## src/rtl/mexp_pkg.sv

```systemverilog
`timescale 1ns / 1ps

package mexp_pkg;

    localparam int OPERAND_WIDTH = 32;
    localparam int CNT_W         = $clog2(OPERAND_WIDTH);

    typedef logic [OPERAND_WIDTH-1:0] operand_t;
    typedef logic [OPERAND_WIDTH:0]   wide_t;
    typedef logic [CNT_W-1:0]         cnt_t;

    localparam cnt_t     CNT_LAST = CNT_W'(OPERAND_WIDTH - 1);
    localparam operand_t ONE      = OPERAND_WIDTH'(1);

endpackage

```

## src/rtl/mexp_mulmod.sv

```systemverilog
`timescale 1ns / 1ps

module mexp_mulmod (
    input  logic              clk,
    input  logic              rst_n,
    input  logic              start,
    input  mexp_pkg::operand_t a,
    input  mexp_pkg::operand_t b,
    input  mexp_pkg::operand_t m,
    output logic              done,
    output mexp_pkg::operand_t result
);
    import mexp_pkg::*;

    logic     busy_reg, busy_next;
    logic     phase_reg, phase_next;
    logic     done_reg, done_next;
    cnt_t     cnt_reg, cnt_next;
    operand_t acc_reg, acc_next;
    operand_t a_reg, a_next;
    operand_t bits_reg, bits_next;

    operand_t addend;
    wide_t    sum;
    wide_t    red;

    // one modular add per cycle: doubling phase, then conditional add of a
    always_comb
    begin
        addend = phase_reg ? (bits_reg[OPERAND_WIDTH-1] ? a_reg : '0) : acc_reg;
        sum    = {1'b0, acc_reg} + {1'b0, addend};
        if ((m != '0) && (sum >= {1'b0, m}))
        begin
            red = sum - {1'b0, m};
        end
        else
        begin
            red = sum;
        end
    end

    always_comb
    begin
        busy_next  = busy_reg;
        phase_next = phase_reg;
        done_next  = 1'b0;
        cnt_next   = cnt_reg;
        acc_next   = acc_reg;
        a_next     = a_reg;
        bits_next  = bits_reg;
        if (start)
        begin
            busy_next  = 1'b1;
            phase_next = 1'b0;
            cnt_next   = '0;
            acc_next   = '0;
            a_next     = a;
            bits_next  = b;
        end
        else if (busy_reg)
        begin
            acc_next   = red[OPERAND_WIDTH-1:0];
            phase_next = !phase_reg;
            if (phase_reg)
            begin
                bits_next = {bits_reg[OPERAND_WIDTH-2:0], 1'b0};
                if (cnt_reg == CNT_LAST)
                begin
                    busy_next = 1'b0;
                    done_next = 1'b1;
                end
                else
                begin
                    cnt_next = cnt_reg + CNT_W'(1);
                end
            end
        end
    end

    always_ff @(posedge clk or negedge rst_n)
    begin
        if (!rst_n)
        begin
            busy_reg  <= 1'b0;
            phase_reg <= 1'b0;
            done_reg  <= 1'b0;
            cnt_reg   <= '0;
        end
        else
        begin
            busy_reg  <= busy_next;
            phase_reg <= phase_next;
            done_reg  <= done_next;
            cnt_reg   <= cnt_next;
        end
    end

    always_ff @(posedge clk)
    begin
        acc_reg  <= acc_next;
        a_reg    <= a_next;
        bits_reg <= bits_next;
    end

    assign done   = done_reg;
    assign result = acc_reg;

endmodule

```

## src/rtl/modular_exponentiation_top.sv

```systemverilog
`timescale 1ns / 1ps
// modular exponentiation: power_result = base_value ** exponent_value mod modulus
// input channel: in_valid / in_stall with base_value and exponent_value;
//   an item is taken when in_valid is high and in_stall is low
// output channel: out_valid / out_stall with power_result, one result per item
// config: modulus_wr_en writes modulus; write only while the block is idle
// the base is first reduced bit-serially (skipped for modulus 0),
//   then one exponent bit per round, lsb first, until no set bits remain
// each round runs the multiply and the squaring on two bit-serial modular
//   multipliers in parallel, a doubling phase and an add phase per multiplier bit
// one item is in work at a time
// in_stall is low only while no item is in work; a finished result waits in the
//   output register, so the next item is taken while out_stall holds it
// if the output register is still full when an item finishes, the block waits
// reset clears all control state and sets the modulus to 1; no result is valid
module modular_exponentiation_top (
    input  logic               clk,
    input  logic               rst_n,
    input  logic               modulus_wr_en,
    input  mexp_pkg::operand_t modulus,
    input  logic               in_valid,
    output logic               in_stall,
    input  mexp_pkg::operand_t base_value,
    input  mexp_pkg::operand_t exponent_value,
    output logic               out_valid,
    input  logic               out_stall,
    output mexp_pkg::operand_t power_result
);
    import mexp_pkg::*;

    typedef enum logic [4:0] {
        ST_IDLE   = 5'b00001,
        ST_REDUCE = 5'b00010,
        ST_CHECK  = 5'b00100,
        ST_MULT   = 5'b01000,
        ST_FINISH = 5'b10000
    } state_t;

    state_t   state_reg, state_next;
    operand_t modulus_reg;
    logic     out_valid_reg, out_valid_next;
    operand_t power_result_reg, power_result_next;
    cnt_t     cnt_reg, cnt_next;
    operand_t b_reg, b_next;
    operand_t e_reg, e_next;
    operand_t acc_reg, acc_next;
    operand_t rem_reg, rem_next;

    wide_t    rem_shift;
    wide_t    rem_red;
    logic     accept;
    logic     mul_start;
    logic     acc_done;
    logic     sq_done;
    operand_t acc_prod;
    operand_t sq_prod;

    assign accept    = in_valid && !in_stall;
    assign in_stall  = (state_reg != ST_IDLE);
    assign mul_start = (state_reg == ST_CHECK) && (e_reg != '0);

    // restoring remainder, one base bit a cycle
    always_comb
    begin
        rem_shift = {rem_reg, b_reg[OPERAND_WIDTH-1]};
        if (rem_shift >= {1'b0, modulus_reg})
        begin
            rem_red = rem_shift - {1'b0, modulus_reg};
        end
        else
        begin
            rem_red = rem_shift;
        end
    end

    always_comb
    begin
        state_next        = state_reg;
        out_valid_next    = out_valid_reg;
        power_result_next = power_result_reg;
        cnt_next          = cnt_reg;
        b_next            = b_reg;
        e_next            = e_reg;
        acc_next          = acc_reg;
        rem_next          = rem_reg;
        if (out_valid_reg && !out_stall)
        begin
            out_valid_next = 1'b0;
        end
        case (state_reg)
            ST_IDLE:
            begin
                if (accept)
                begin
                    b_next   = base_value;
                    e_next   = exponent_value;
                    acc_next = ONE;
                    rem_next = '0;
                    cnt_next = '0;
                    if (modulus_reg == '0)
                    begin
                        state_next = ST_CHECK;
                    end
                    else
                    begin
                        state_next = ST_REDUCE;
                    end
                end
            end
            ST_REDUCE:
            begin
                rem_next = rem_red[OPERAND_WIDTH-1:0];
                b_next   = {b_reg[OPERAND_WIDTH-2:0], 1'b0};
                if (cnt_reg == CNT_LAST)
                begin
                    b_next     = rem_red[OPERAND_WIDTH-1:0];
                    state_next = ST_CHECK;
                end
                else
                begin
                    cnt_next = cnt_reg + CNT_W'(1);
                end
            end
            ST_CHECK:
            begin
                if (e_reg == '0)
                begin
                    state_next = ST_FINISH;
                end
                else
                begin
                    state_next = ST_MULT;
                end
            end
            ST_MULT:
            begin
                if (sq_done)
                begin
                    if (e_reg[0])
                    begin
                        acc_next = acc_prod;
                    end
                    b_next     = sq_prod;
                    e_next     = {1'b0, e_reg[OPERAND_WIDTH-1:1]};
                    state_next = ST_CHECK;
                end
            end
            ST_FINISH:
            begin
                if (!out_valid_reg || !out_stall)
                begin
                    out_valid_next    = 1'b1;
                    power_result_next = acc_reg;
                    state_next        = ST_IDLE;
                end
            end
            default:
            begin
                state_next = ST_IDLE;
            end
        endcase
    end

    always_ff @(posedge clk or negedge rst_n)
    begin
        if (!rst_n)
        begin
            state_reg     <= ST_IDLE;
            out_valid_reg <= 1'b0;
            cnt_reg       <= '0;
            modulus_reg   <= ONE;
        end
        else
        begin
            state_reg     <= state_next;
            out_valid_reg <= out_valid_next;
            cnt_reg       <= cnt_next;
            if (modulus_wr_en)
            begin
                modulus_reg <= modulus;
            end
        end
    end

    always_ff @(posedge clk)
    begin
        power_result_reg <= power_result_next;
        b_reg            <= b_next;
        e_reg            <= e_next;
        acc_reg          <= acc_next;
        rem_reg          <= rem_next;
    end

    // running product times base
    mexp_mulmod u_acc_mul (
        .clk    (clk),
        .rst_n  (rst_n),
        .start  (mul_start),
        .a      (acc_reg),
        .b      (b_reg),
        .m      (modulus_reg),
        .done   (acc_done),
        .result (acc_prod)
    );

    // base squared
    mexp_mulmod u_sq_mul (
        .clk    (clk),
        .rst_n  (rst_n),
        .start  (mul_start),
        .a      (b_reg),
        .b      (b_reg),
        .m      (modulus_reg),
        .done   (sq_done),
        .result (sq_prod)
    );

    assign out_valid    = out_valid_reg;
    assign power_result = power_result_reg;

    a_mul_lockstep: assert property (@(posedge clk) disable iff (!rst_n)
        acc_done == sq_done)
        else $error("multipliers out of step");

    a_mult_nonzero_exp: assert property (@(posedge clk) disable iff (!rst_n)
        (state_reg == ST_MULT) |-> (e_reg != '0))
        else $error("multiply round with zero exponent");

    a_accept_next: assert property (@(posedge clk) disable iff (!rst_n)
        accept |=> (state_reg == ST_REDUCE) || (state_reg == ST_CHECK))
        else $error("accepted item did not start");

    a_rem_below_mod: assert property (@(posedge clk) disable iff (!rst_n)
        (state_reg == ST_REDUCE) |-> (rem_reg < modulus_reg))
        else $error("remainder not reduced");

    a_done_in_mult: assert property (@(posedge clk) disable iff (!rst_n)
        sq_done |-> (state_reg == ST_MULT))
        else $error("multiplier done outside a round");

endmodule
```

## config.mk

```make
export PLATFORM = sky130hd
export DESIGN_NAME = modular_exponentiation_top
export DESIGN_NICKNAME = d
export VERILOG_FILES = /design/src/rtl/mexp_pkg.sv /design/src/rtl/mexp_mulmod.sv /design/src/rtl/modular_exponentiation_top.sv
export SDC_FILE = /design/constraint.sdc
export NUM_CORES = 1
export LEC_CHECK = 0
export BUFFER_PORTS_ARGS = -buffer_cell sky130_fd_sc_hd__buf_2
export CORE_MARGIN = 2
export CORE_UTILIZATION = 55
export DETAILED_ROUTE_END_ITERATION = 16
export PLACE_DENSITY = 0.73
export SLEW_MARGIN = 40
export SYNTH_ARGS = -nofsm -noshare
export SYNTH_HDL_FRONTEND = slang
export SYNTH_SLANG_ARGS = --single-unit
```

## constraint.sdc

```tcl
create_clock -name clk -period 6.4 [get_ports clk]
set_input_delay 1.28 -clock clk [delete_from_list [all_inputs] [get_ports clk]]
set_output_delay 1.28 -clock clk [all_outputs]
set_load 0.02 [all_outputs]
```

== Word-level counts from Yosys, hierarchy flattened ==
Index checks and enable logic that the tools add are counted.
Operators by class
  add/sub/neg operators: 8
  multiplexer cells: 63
  equal/unequal tests: 17
  magnitude comparators: 3
  reductions and logical operators: 33
Operator list (count)
  two-way mux 32 bit: 22
  one-hot mux 32 bit (2 select lines): 3
  greater-or-equal comparator 33 x 32 -> 1 bit: 3
  one-hot mux 32 bit (3 select lines): 1
  subtractor 32 bit: 3
  two-way mux 5 bit: 15
  adder 32 x 32 -> 33 bit: 2
  logical NOT 32 bit: 2
  nonzero test 32 bit: 2
  one-hot mux 5 bit (5 select lines): 1
  == test 5 bit (second input constant): 4
  two-way mux 1 bit: 19
  adder 5 x 1 -> 5 bit (second input constant): 3
  AND reduction 3 bit: 5
  != test 2 bit (second input constant): 7
  nonzero test 2 bit: 6
  one-hot mux 5 bit (2 select lines): 1
  AND reduction 2 bit: 4
  AND reduction 4 bit: 2
  == test 5 x 1 -> 1 bit (second input constant): 1
  == test 5 x 2 -> 1 bit (second input constant): 1
  == test 5 x 3 -> 1 bit (second input constant): 1
  == test 5 x 4 -> 1 bit (second input constant): 1
  logical AND 1 bit: 5
  6 further kinds: 10
Word-level totals
  output and inout bits: 34
  word-level logic and storage cells: 146
  input bits: 101
  bits in registers: 410

== Logic depth before layout (Yosys ltp) ==
Gate-level depths: netlist (run 1).
  depth after elaboration: 6
  gate-level depth with buffers: 29
  mapped depth without buffers: 25

== Modules after synthesis ==
From an unflattened synthesis (run 1), not the netlist that was laid out.
Unflattened totals
  cells, all modules: 2760
  area, all modules: 26461.6 sq um
By module, submodules not included
  modular_exponentiation_top: sequential area each 5883.1 sq um, area each 10267.3 sq um, cells each 918, instances 1
  mexp_mulmod (u_acc_mul): sequential area each 2762.6 sq um, area each 8222.9 sq um, cells each 955, instances 1
  mexp_mulmod (u_sq_mul): sequential area each 2762.6 sq um, area each 7971.4 sq um, cells each 887, instances 1

== Worst setup path before layout (run 1) ==
No wires, ideal clock.
  kind: reg-to-reg
  start: register u_sq_mul.phase_reg
  end: register u_sq_mul.acc_reg[5], in the netlist u_sq_mul.result[5]
  setup time: 0.091 ns
  data required time: 6.309 ns
  arrival time: 5.502 ns
  stages on the path, launching flop included: 27
  path buffers: 5
  clock period less this slack: 5.592 ns
  path slack: 0.808 ns
  cells stage by stage: dfrtp_1 clkbuf_1 and2_1 clkbuf_1 clkbuf_1 nand2_1 o21ai_0 ha_1 a21o_1 a31o_2 or3_1 o21ai_1 o21ai_0 a221oi_1 a21oi_1 xor2_1 ha_1 clkbuf_1 nand3_1 nor3_1 a41oi_1 a21boi_0 a2111oi_0 a31o_1 buf_6 or3_1 a311oi_1
Between the ends
  word-level cells in the longest chain between the ends: 5
  elaborated cells between the ends (all ways): 6
  classes of those cells: 2 x add/sub; 1 x order compare; 2 x mux; 1 x reduce/logical
RTL lines
  start, declared: RTL line mexp_mulmod.sv:16  | logic phase_reg, phase_next;
  start signal, assigned: RTL line mexp_mulmod.sv:92  | phase_reg <= phase_next;
  two-way mux 32 bit *: RTL line mexp_mulmod.sv:30  | addend = phase_reg ? (bits_reg[OPERAND_WIDTH-1] ? a_reg : '0) : acc_reg;
  adder 32 x 32 -> 33 bit *: RTL line mexp_mulmod.sv:31  | sum = {1'b0, acc_reg} + {1'b0, addend};
  greater-or-equal comparator 33 x 32 -> 1 bit: RTL line mexp_mulmod.sv:32  | if ((m != '0) && (sum >= {1'b0, m}))
  logical AND 1 bit: RTL line mexp_mulmod.sv:32
  two-way mux 32 bit *: RTL line mexp_mulmod.sv:32
  end signal, assigned: RTL line mexp_mulmod.sv:100  | acc_reg <= acc_next;
  end, declared: RTL line mexp_mulmod.sv:19  | operand_t acc_reg, acc_next;
Mark *: on every way between the ends. The rest lies on a longest branch, timed or not.
A chain may end at the register's enable or synchronous reset.

== Worst setup path in the final report (run 1) ==
  start: register u_sq_mul.phase_reg
  end: register u_sq_mul.acc_reg[31], in the netlist u_sq_mul.result[31]
The elaborated chain is that of the path after synthesis.

==> metrics.txt, run 1 <==
result of the run=complete, no violations; most frequent cell after synthesis=sky130_fd_sc_hd__nand2_1; number of flops mapped to enable cells by yosys=288; clock tree sinks=410; effective utilization at floorplan=56.0%; maximum clock rate=165 MHz; final count of hold timing violations=0; area of the mapped netlist=~26,000 um2; sum of routed wire length over all layers=75,200 um; Core Rows=78; cell taking the most area after synthesis=sky130_fd_sc_hd__edfxtp_1; largest net degree at the start of global routing=96; count of cells along the worst hold path=0; total setup violations reported at the end of the flow=0; layout filler cell count=between 3,000 and 4,000; relative max-transition margin=37.7%; per-cell routed wire length=21.5 um; layout overhead on the synthesized area=11.0%; TritonCTS clock tree=done; max-slew violation total from the final report=0; DIE WIDTH=219 um; Worst Path Required=6.87 ns; number of DRC markers after the initial detailed-route iteration=roughly 1,600; Synthesis Warnings=0; aggregate global routing overflow=0; kind of path behind the tightest hold check=register to register; area of combinational cells with multiple inputs=13,200 um2; dpl hpwl=between 50,000 and 60,000 um; area of the die=roughly 48,000 um2; Max H-tree Level=2; post-synth cell types=88; final core occ=between 60% and 70%; share of post-route cells with drive strength above 1=9.50%; CP endpoint kind=register; Seq/Total Area, Yosys=44.6%; number of input and output port buffers inserted=134; die boundary height=between 200 and 250 um; post-synth net total=3,050; Via-to-Cell Ratio=6.06; dominant register cell in the synthesized netlist=sky130_fd_sc_hd__edfxtp_1; clock latency at the later pin of the worst-skew pair=around 0.60 ns; critical setup path kind=register to register; critical path data arrival time=6.52 ns; startpoint type of the worst setup path=register; MaxCap Viol Count=0; cell types with the largest area share after synthesis=sky130_fd_sc_hd__edfxtp_1, sky130_fd_sc_hd__ha_1, sky130_fd_sc_hd__nand2_1, sky130_fd_sc_hd__dfrtp_1, sky130_fd_sc_hd__dfxtp_1; Clock Root Buffer=sky130_fd_sc_hd__clkbuf_16; final clock skew=0.0272 ns; FF/Latch Area=11,400 um2; total CTS buffers=45; first-pass GRT wire length=roughly 120,000 um; count of hold-fix buffers inserted at cts=0; final critical path time including I/O delays and setup=6.05 ns; Yosys reg bits=410; post-route ant nets=0; DRC errors left=0; period utilization=94.6%; Max Root-Sink Buffers=3; Global Route Usage Sum=31.3%; Final GP Congestion=0.960; Clock transition at path regs=0.06 ns; slew at the pin closest to its max-slew limit=around 0.92 ns; number of global-route vias before repair=20,937; io pins=135; final total negative setup slack=0 ns; number of cells on the worst reg-to-reg path=23; gate count of the mapped netlist=around 2,800; number of optimization iterations in the first detailed-route pass=7; Post-layout nets=~3,100; Floorplan Core Area=45,600 um2; share of the synthesized area in the top cell type=33.9%; top post-synthesis cells by count=sky130_fd_sc_hd__nand2_1, sky130_fd_sc_hd__edfxtp_1, sky130_fd_sc_hd__nor2_1; proportion of synthesized flip-flops having asynchronous set or reset=14.1%; number of vias in the routed layout=about 21,000; average size of a mapped cell=9.18 um2; antenna violations before repair=0; largest fanout on the critical path=24
-- critical path, cell delays in order, from the launching register on --
cell and delay (ns):
sky130_fd_sc_hd__dfrtp_1 0.38, sky130_fd_sc_hd__and2_1 0.15, sky130_fd_sc_hd__buf_4 0.22, sky130_fd_sc_hd__nand2_1 0.09, sky130_fd_sc_hd__o21ai_0 0.08, sky130_fd_sc_hd__ha_1 0.37, sky130_fd_sc_hd__a21o_1 0.20, sky130_fd_sc_hd__a31o_2 0.24
sky130_fd_sc_hd__or3_1 0.32, sky130_fd_sc_hd__o21ai_2 0.23, sky130_fd_sc_hd__o21ai_0 0.19, sky130_fd_sc_hd__a221oi_1 0.36, sky130_fd_sc_hd__a21oi_1 0.13, sky130_fd_sc_hd__xor2_1 0.25, sky130_fd_sc_hd__ha_1 0.37, sky130_fd_sc_hd__nand3_1 0.24
sky130_fd_sc_hd__nor3_2 0.10, sky130_fd_sc_hd__a41oi_1 0.24, sky130_fd_sc_hd__a21boi_0 0.20, sky130_fd_sc_hd__a2111oi_4 0.53, sky130_fd_sc_hd__a31o_4 0.36, sky130_fd_sc_hd__buf_4 0.26, sky130_fd_sc_hd__nor4_1 0.08, sky130_fd_sc_hd__a2111oi_1 0.32
-- layout make-up --
cell class / instances / share of cell area (%)
flip-flops and latches: 410 / 40.2
well taps: 600 / 2.65
diodes: 1 / 0.00883
clock buffers: 70 / 4.79
inverters: 143 / 1.90
repair buffers: 167 / 3.46
multi-input cells: 2100 / 46.5
clock inverters: 14 / 0.521
-- layout by cell type, fill, tap and decap left out, types with 8 or more instances in the layout --
cell type	count
sky130_fd_sc_hd__a211oi_1	50
sky130_fd_sc_hd__mux2i_1	49
sky130_fd_sc_hd__edfxtp_1	288
sky130_fd_sc_hd__nor3_1	25
sky130_fd_sc_hd__o21ai_0	218
sky130_fd_sc_hd__or3_1	12
sky130_fd_sc_hd__inv_1	141
sky130_fd_sc_hd__a222oi_1	13
sky130_fd_sc_hd__nand2_1	482
sky130_fd_sc_hd__dfxtp_1	64
sky130_fd_sc_hd__nor2b_1	13
sky130_fd_sc_hd__and3_1	21
sky130_fd_sc_hd__o31ai_1	8
sky130_fd_sc_hd__nor2_1	243
sky130_fd_sc_hd__o21a_1	18
sky130_fd_sc_hd__mux2_2	8
sky130_fd_sc_hd__nand2b_1	25
sky130_fd_sc_hd__o21bai_1	18
sky130_fd_sc_hd__a31oi_1	22
sky130_fd_sc_hd__xnor2_1	87
sky130_fd_sc_hd__a21o_1	82
sky130_fd_sc_hd__a221o_1	15
sky130_fd_sc_hd__a21oi_1	209
sky130_fd_sc_hd__dfrtp_1	55
sky130_fd_sc_hd__xor2_1	55
sky130_fd_sc_hd__nand3_1	52
sky130_fd_sc_hd__nand4_1	19
sky130_fd_sc_hd__nor4_1	22
sky130_fd_sc_hd__buf_2	133
sky130_fd_sc_hd__clkbuf_1	17
sky130_fd_sc_hd__o211ai_1	12
sky130_fd_sc_hd__ha_1	166
sky130_fd_sc_hd__and2_1	15
sky130_fd_sc_hd__buf_4	27
sky130_fd_sc_hd__clkbuf_16	50
sky130_fd_sc_hd__a22o_1	8
-- worst paths after layout --
kind | from | end | slack (ns)
worst max-delay path | u_sq_mul.phase_reg | u_sq_mul.result[31] | 0.35
worst min-delay path | acc_reg[11] | power_result[11] | 0.44
worst max register to register | u_sq_mul.phase_reg | u_sq_mul.result[31] | 0.35
worst min register to register | acc_reg[11] | power_result[11] | 0.44
max in group asynchronous | rst_n | u_sq_mul.busy_reg | 5.16
min in group asynchronous | rst_n | u_sq_mul.cnt_reg[3] | 0.77
-- what timing repair did --
item,CTS,global route
setup endpoints to repair,0,29
resized for setup,0,9
buffers inserted,0,0
-- cell families (layout without fill, tap and decap cells) --
logic type,after synthesis,in the layout,share of synthesized area [%]
other,0,1,0
buffers and inverters,269,394,4.19
multiplexers,57,57,2.28
adder cells (fa/ha/maj),171,171,8.53
AND/OR/NAND/NOR,956,956,16.1
flip-flops,410,410,44.6
AO/OA/AOI/OAI,773,774,19.4
XOR/XNOR,142,142,4.87
-- metal layers --
metal	global-route usage, %	wire length, um	vias up
met5	0	0	-
met4	18.0	4950	0
met1	37.5	30200	10121
met2	54.2	36100	708
li1	-	-	10226
met3	3.78	3930	200
-- stage by stage --
| step | std cells | hold WS (ns) | area (um2) | worst slack, ns |
|---|---|---|---|---|
| floorplan | 2778 | 0.421 | 25500 | 0.808 |
| global placement | 3416 | 0.427 | 26700 | 0.368 |
| detailed placement | 3419 | 0.438 | 26800 | 0.250 |
| CTS | 3503 | 0.445 | 28300 | 0.206 |
| global route | 3504 | 0.455 | 28300 | -0.0926 |
| finish | 3505 | 0.444 | 28300 | 0.345 |
Power of run 1 is left out: the tool's default activity adds up to more than one toggle a clock period on the data nets, which glitch-free logic cannot reach.
==> inputs of run 2 (changes only) <==
- CTS_BUF_LIST: unset -> sky130_fd_sc_hd__clkbuf_8
- PLACE_DENSITY: 0.73 -> unset
- PLACE_DENSITY_LB_ADDON: unset -> 0.15
==> run 2 against run 1 <==
Critical path depth down 1; worst hold slack worse by 0.012 ns; count of clock-buffer cells in the layout up 10; critical path type unchanged; core utilization about the same; first-iteration DRC count up 9.1%; register-to-register slack better by 0.13 ns; largest cell class unchanged; cell count up 1.5%; setup slack better by 0.13 ns.
==> metrics.txt, run 2 (synthesis gave the netlist of run 1 again) <==
total CTS buffers=73; number of DRC markers after the initial detailed-route iteration=1,773; final count of hold timing violations=0; largest net degree at the start of global routing=between 90 and 100; io pins=135; met2 wirelength from detailed routing=37,700 um; Max H-tree Level=3; post-route ant nets=0; CP endpoint kind=register; TritonCTS clock tree=done; per-cell routed wire length=21.5 um; layout overhead on the synthesized area=11.0%; count of hold-fix buffers inserted at cts=0; Via-to-Cell Ratio=6.04; Floorplan Core Area=45,600 um2; layout filler cell count=3,878; clock tree sinks=410; period utilization=around 93%; number of input and output port buffers inserted=134; Worst Path Required=around 7.0 ns; WL met3=3500 um; number of vias in the routed layout=roughly 21,000; sum of routed wire length over all layers=76,500 um; antenna violations before repair=0; aggregate global routing overflow=0; effective utilization at floorplan=56.0%; critical setup path kind=register to register; final total negative setup slack=0 ns; Max Root-Sink Buffers=3; leading cell type in the layout, fill and taps excluded=sky130_fd_sc_hd__nand2_1; final clock skew=0.0289 ns; dpl hpwl=56,600 um; topmost layer with routed signal wires=met4; number of antenna diodes=0; number of global-route vias before repair=20,945; clock latency at the later pin of the worst-skew pair=roughly 0.67 ns; maximum clock rate=169 MHz; Clock transition at path regs=0.06 ns; share of post-route cells with drive strength above 1=between 10% and 20%; slew at the pin closest to its max-slew limit=0.899 ns; unrepaired setup endpoints after global routing=false; area of the die=48,100 um2; number of cells on the worst reg-to-reg path=22; top library cells by usage in the layout, fill and taps aside=sky130_fd_sc_hd__nand2_1, sky130_fd_sc_hd__edfxtp_1, sky130_fd_sc_hd__nor2_1, sky130_fd_sc_hd__o21ai_0, sky130_fd_sc_hd__a21oi_1; largest fanout on the critical path=32; Final GP Congestion=0.980; max-slew violation total from the final report=0; Met1 Routed Length=~31,000 um; count of cells along the worst hold path=0; first-pass GRT wire length=between 100,000 and 150,000 um; final critical path time including I/O delays and setup=5.92 ns; total setup violations reported at the end of the flow=0; Core Rows=78; critical path data arrival time=6.49 ns; result of the run=complete, no violations; DIE WIDTH=~220 um; Post-layout nets=between 3,000 and 4,000; die boundary height=219 um; Clock Root Buffer=sky130_fd_sc_hd__clkbuf_8; number of optimization iterations in the first detailed-route pass=9; kind of path behind the tightest hold check=register to register; Global Route Usage Sum=31.9%; DRC errors left=0; relative max-transition margin=39.5%; startpoint type of the worst setup path=register; MaxCap Viol Count=0
## run 2: critical path, stage by stage (launching register included)
cell and delay (ns):
sky130_fd_sc_hd__dfrtp_1 0.38, sky130_fd_sc_hd__and2_1 0.17, sky130_fd_sc_hd__buf_12 0.17, sky130_fd_sc_hd__nand2_1 0.07, sky130_fd_sc_hd__o21ai_0 0.07, sky130_fd_sc_hd__ha_1 0.36
sky130_fd_sc_hd__a21o_1 0.20, sky130_fd_sc_hd__a31o_2 0.25, sky130_fd_sc_hd__or3_1 0.30, sky130_fd_sc_hd__o21ai_1 0.35, sky130_fd_sc_hd__o21ai_0 0.25, sky130_fd_sc_hd__a221oi_1 0.36
sky130_fd_sc_hd__a21oi_1 0.13, sky130_fd_sc_hd__xor2_1 0.18, sky130_fd_sc_hd__ha_1 0.44, sky130_fd_sc_hd__nand3_1 0.23, sky130_fd_sc_hd__nor3_2 0.32, sky130_fd_sc_hd__a41oi_1 0.17
sky130_fd_sc_hd__a21boi_0 0.26, sky130_fd_sc_hd__a2111oi_2 0.09, sky130_fd_sc_hd__a31o_2 0.40, sky130_fd_sc_hd__or3_1 0.39, sky130_fd_sc_hd__a311oi_1 0.27
## run 2: path summary, 6_finish.rpt
kind | end | slack, ns | startpoint
setup / recovery | u_sq_mul.result[5] | 0.48 | u_sq_mul.phase_reg
hold / removal | u_acc_mul.a_reg[17] | 0.43 | acc_reg[17]
setup reg to reg | u_sq_mul.result[5] | 0.48 | u_sq_mul.phase_reg
hold reg to reg | u_acc_mul.a_reg[17] | 0.43 | acc_reg[17]
max in group asynchronous | modulus_reg[6] | 5.24 | rst_n
min in group asynchronous | cnt_reg[2] | 0.70 | rst_n
## run 2: cell type report
class                           instances  area, um2  share of cell area, %
Clock inverter                         55        420                   1.48
Sequential cell                       410      11400                   40.2
Multi-Input combinational cell       2100      13100                   46.4
Tap cell                              600        751                   2.65
Clock buffer                           80       1100                   3.89
Inverter                              143        539                   1.90
Timing Repair Buffer                  169        983                   3.47
## run 2: stage by stage
stage | setup WS [ns] | std cells | util [%] | hold WS [ns] | instance area, um2
floorplan | 0.808 | 2778 | - | 0.421 | 25500
global route | 0.0882 | 3557 | 62.2 | 0.453 | 28300
global placement | 0.445 | 3419 | 58.6 | 0.423 | 26700
finish | 0.479 | 3557 | 62.2 | 0.431 | 28300
detailed placement | 0.343 | 3421 | 58.7 | 0.432 | 26800
CTS | 0.274 | 3556 | 62.0 | 0.440 | 28300
## run 2: per-layer routing
| layer | global-route usage, % | vias to the layer above |
|---|---|---|
| met3 | 3.95 | 147 |
| met5 | 0 | - |
| met1 | 39.0 | 10373 |
| met2 | 55.0 | 666 |
| met4 | 17.0 | 0 |
| li1 | - | 10284 |
## run 2: timing repair
action / in CTS / in global routing
endpoints found under the setup margin: 0 / 30
gates resized for setup: 0 / 6
buffers inserted: 0 / 0
Power of run 2 is left out for the same reason.
